<file path="config.mk">
export PLATFORM = sky130hd
export DESIGN_NAME = orr_ram
export DESIGN_NICKNAME = d
export VERILOG_FILES = /design/src/design/orr_ram.sv
export SDC_FILE = /design/constraint.sdc
export NUM_CORES = 1
export LEC_CHECK = 0
export BUFFER_PORTS_ARGS = -buffer_cell sky130_fd_sc_hd__buf_4
export CORE_MARGIN = 2
export CORE_UTILIZATION = 45
export DETAILED_ROUTE_END_ITERATION = 12
export SYNTH_ARGS = -nofsm -noshare
export SYNTH_HDL_FRONTEND = slang
export SYNTH_SLANG_ARGS = --single-unit
</file>
<file path="constraint.sdc">
create_clock -name clock -period 2.97 [get_ports clock]
set_input_delay 0.4455 -clock clock [delete_from_list [all_inputs] [get_ports clock]]
set_output_delay 0.4455 -clock clock [all_outputs]
set_load 0.005 [all_outputs]
</file>
<file path="src/design/orr_ram.sv">
// ----------------------------------------------------------------------------
// orr_ram
// Generic single-port-write, single-read RAM with a registered read.
// ----------------------------------------------------------------------------
module orr_ram #(
   parameter int WIDTH = 8,
   parameter int DEPTH = 64
) (
   input  logic                     clock,
   input  logic                     wr_en,
   input  logic [$clog2(DEPTH)-1:0] wr_addr,
   input  logic [WIDTH-1:0]         wr_data,
   input  logic [$clog2(DEPTH)-1:0] rd_addr,
   output logic [WIDTH-1:0]         rd_data
);
   logic [WIDTH-1:0] mem [DEPTH];

   always_ff @(posedge clock) begin
      if (wr_en) begin
         mem[wr_addr] <= wr_data;
      end
      rd_data <= mem[rd_addr];
   end
endmodule

</file>
Word level (Yosys, flattened, before mapping) --
Memories as Yosys holds them, arrays and structs flattened. A register that Yosys moved wholly into a read port is not among the register bits. Index checks and enable logic that the tools add are counted.
Storage, ports and cells: register bits after elaboration 0, bits in writable memories 512, output and inout bits 8, logic and storage cells 3, memories kept 1
Memories:
- mem | depth 64, bits a word 8, read ports 1, clocked after Yosys merged registers in 1, write ports 1, line 16 | logic [WIDTH-1:0] mem [DEPTH];
Cells by class: muxes and demuxes 2
Operators with widths (number):
- $mux 1 | 2

Logic depth before layout (Yosys ltp) --
word-level depth 2, depth in mapped cells 9, mapped depth without buffers 5

Worst setup path after synthesis --
Ideal clock, no wire load.
path kind input to register, start input rd_addr[1], end register rd_data[3], read port of mem, library setup time 0.128 ns, arrival time 1.985 ns, setup slack 0.857 ns, stages 7, cells stage by stage buf_4 > buf_2 > buf_2 > mux4_2 > mux4_2 > o21ai_1 > o41ai_1
RTL lines:
- from (decl) | line 13 | input logic [$clog2(DEPTH)-1:0] rd_addr,
- to (decl) | line 14 | output logic [WIDTH-1:0] rd_data

==> metrics <==
highest metal used=met4; post-cts sizing count=0; final instance area=between 20000 and 25000 sq um; Fin Setup TNS=0 ns; r2r setup slk=0.98 ns; worst setup margin=0.866 ns; detailed-router iteration count before antenna repair=5; area of the multi-input gates=between 4000 and 5000 sq um; share of layout cells above drive strength 1=0.306; first-pass GRT wire length=between 60000 and 70000 microns; Power Density=between 600 and 700 nW/um^2; fin cells=~1700; P_int=~12 mW; ys flop type=edfxtp_1; Reg2Reg Depth=5; cts hold-fix bufs=0; Filler cells=between 3000 and 4000; Period minus WS final=2.10 ns; DRC=0; H-tree levels=2; Syn Nets=962; Final period util=0.708; Unique masters post-synth=40; Post-Place Cell Area=around 22000 sq um; CP max stage delay=~0.5 ns; IO buf count=29; RSZ-0062 raised after global routing=false; Crit Path Class=in2reg; Post-Synthesis Cell Area=between 20000 and 25000 sq um; CP max-delay cell=mux4_2; Vias=9700; gr usage total=0.199; Slew Limit Fails=0; Logic pwr share=0.050; worst skew pair latency=roughly 0.6 ns; Sw Share=0.207; R2R Path End=rd_data[4]$_DFF_P_; final hold vios=0; core area=around 44000 sq um; area grow syn2layout=15.8%; Initial Util=0.456; 1st-iter DRT viols=1056; worst-path cell chain=clkbuf_8 -> buf_12 -> mux4_2 -> mux2_2 -> o221a_2 -> nor3_1 -> o32ai_1; most common cell after layout, fill and taps aside=edfxtp_1; die width=between 200 and 250 microns; most frequent cells in the layout=edfxtp_1 (512), mux4_2 (126), buf_4 (124); Worst Hold End=rd_data[3]$_DFF_P_; FF-to-FF Start=mem[21][4]$_DFFE_PP_; total setup buffers inserted after CTS=0; number of nets in the layout=roughly 1100; I/O pin total=30; CTS tree=built; crit path DAT=approximately 2.6 ns; sequential power share=0.527; Yosys warnings=0; gpl congestion=0.781; Cells after Synth=940; Final ANT Viol Nets=0; clock transition at the registers of the reported paths=0.06 ns; largest net degree at the start of global routing=between 60 and 70; Clock Tree Buf Depth=3; Async S/R FF share, synth=0; min-delay worst type=in2reg; die area=46500 sq um; met2 WL post-DR=roughly 21000 microns; Overflow after GRT=0; met3 wire length=between 2000 and 3000 microns; leakage power=approximately 7.5 nW; row count=77; WL final=45300 microns; measured slew at the worst slew-check pin=just under 0.8 ns; EDFF count, synth=just over 500; initial antenna violation count=0; Sink Count=520; Seq/Total Area, Yosys=0.770; P_sw=about 3.2 mW; die height=around 220 microns; M1 WL=~20000 microns; DP HPWL=27900 microns; setup violators final=0; Reg area=approximately 16000 sq um; CP endpoint kind=flip-flop; Worst slew margin=0.483; clock skew=approximately 0.017 ns; f_max=475 MHz; Critical Path Fanout Max=25; vias in the first global route=~10000; hold path cells=2; # diodes=0; Clk pwr share=0.423; DP Cell Count=~1600; hold_sp=rd_addr[5]; CTS Buf Count=52; Fin Hold WS=~0.18 ns; pre-CTS setup slack=approximately 0.22 ns; maxcap violations=0; worst vdd ir=around 0.46 mV; Synth Area per Inst=roughly 21 sq um; FF+latch count, synth=520; DR WL/cell=approximately 26 microns; WP data required=between 3 and 4 ns; Worst Setup Start Kind=primary input; outcome=complete, no violations; clock root cell=clkbuf_16; Via density=5.67
[critical path: cells and delay by family]
family	cells	cell delay (ns)
muxes	2	0.77
buffers and inverters	2	0.55
and+or+nand+nor	1	0.34
AOI/OAI and AO/OA	2	0.42
[final cells by class]
class                   count  area share
repair buffers            131      0.0456
clock inverters            26      0.0130
multi-input cells         369       0.185
clock buffers              72      0.0598
flip-flops and latches    520       0.665
well taps                 592      0.0317
[how the worst max path moves through the flow]
stage	slack, ns	endpoint	cells past startpoint	start
floorplan	0.86	rd_data[3]$_DFF_P_	7	rd_addr[1]
global placement	0.20	rd_data[4]$_DFF_P_	7	rd_addr[0]
detailed placement	0.22	rd_data[4]$_DFF_P_	7	rd_addr[0]
CTS	0.87	rd_data[4]$_DFF_P_	7	rd_addr[0]
global route	0.78	rd_data[4]$_DFF_P_	7	rd_addr[0]
finish	0.87	rd_data[4]$_DFF_P_	7	rd_addr[0]
[routing by layer]
| metal | GRT usage | vias to the layer above |
|---|---|---|
| li1 | - | 4200 |
| met1 | 0.287 | 5123 |
| met2 | 0.311 | 301 |
| met3 | 0.0368 | 76 |
| met4 | 0.0664 | 0 |
| met5 | 0 | - |
[sequential cells by signal, summed over array words and instances, names as in the netlist]
| register | count |
|---|---|
| mem | 512 |
| rd_data | 8 |
[synth_stat cells, drive strengths merged (8+ instances only)]
cell,n,share of area
dfxtp,8,0.0079
mux2i,23,0.011
clkbuf,17,0.0032
o221ai,8,0.0035
nor2,83,0.015
o22ai,8,0.0025
edfxtp,512,0.76
mux4,126,0.14
nand3,13,0.0032
nand2,19,0.0035
buf,34,0.013
nor2b,14,0.0043
mux2,13,0.0073
[power by group through the flow]
stage	registers, mW	clock network (mW)	logic, mW
5_1_grt	8.15	6.94	0.835
3_5_place_dp	8.31	0	0.790
6_report	8.15	6.54	0.776
4_1_cts	8.15	6.66	0.791
2_1_floorplan	8.29	0	0.433
3_3_place_gp	8.31	0	0.781
[cell families (layout without fill, tap and decap cells)]
group	count (synthesis)	in the layout	share of synthesized area
buf+inv	51	229	0.0157
mux	162	162	0.159
compound gates	54	54	0.0207
flops	520	520	0.770
simple gates	153	153	0.0339
[metrics by stage]
stage          utilization  power, mW
2_1_floorplan            -       8.72
5_1_grt              0.528       15.9
4_1_cts              0.528       15.6
3_3_place_gp         0.490       9.09
6_report             0.528       15.5
3_5_place_dp         0.490       9.10
Note: power is estimated with default switching activity, not from simulation.
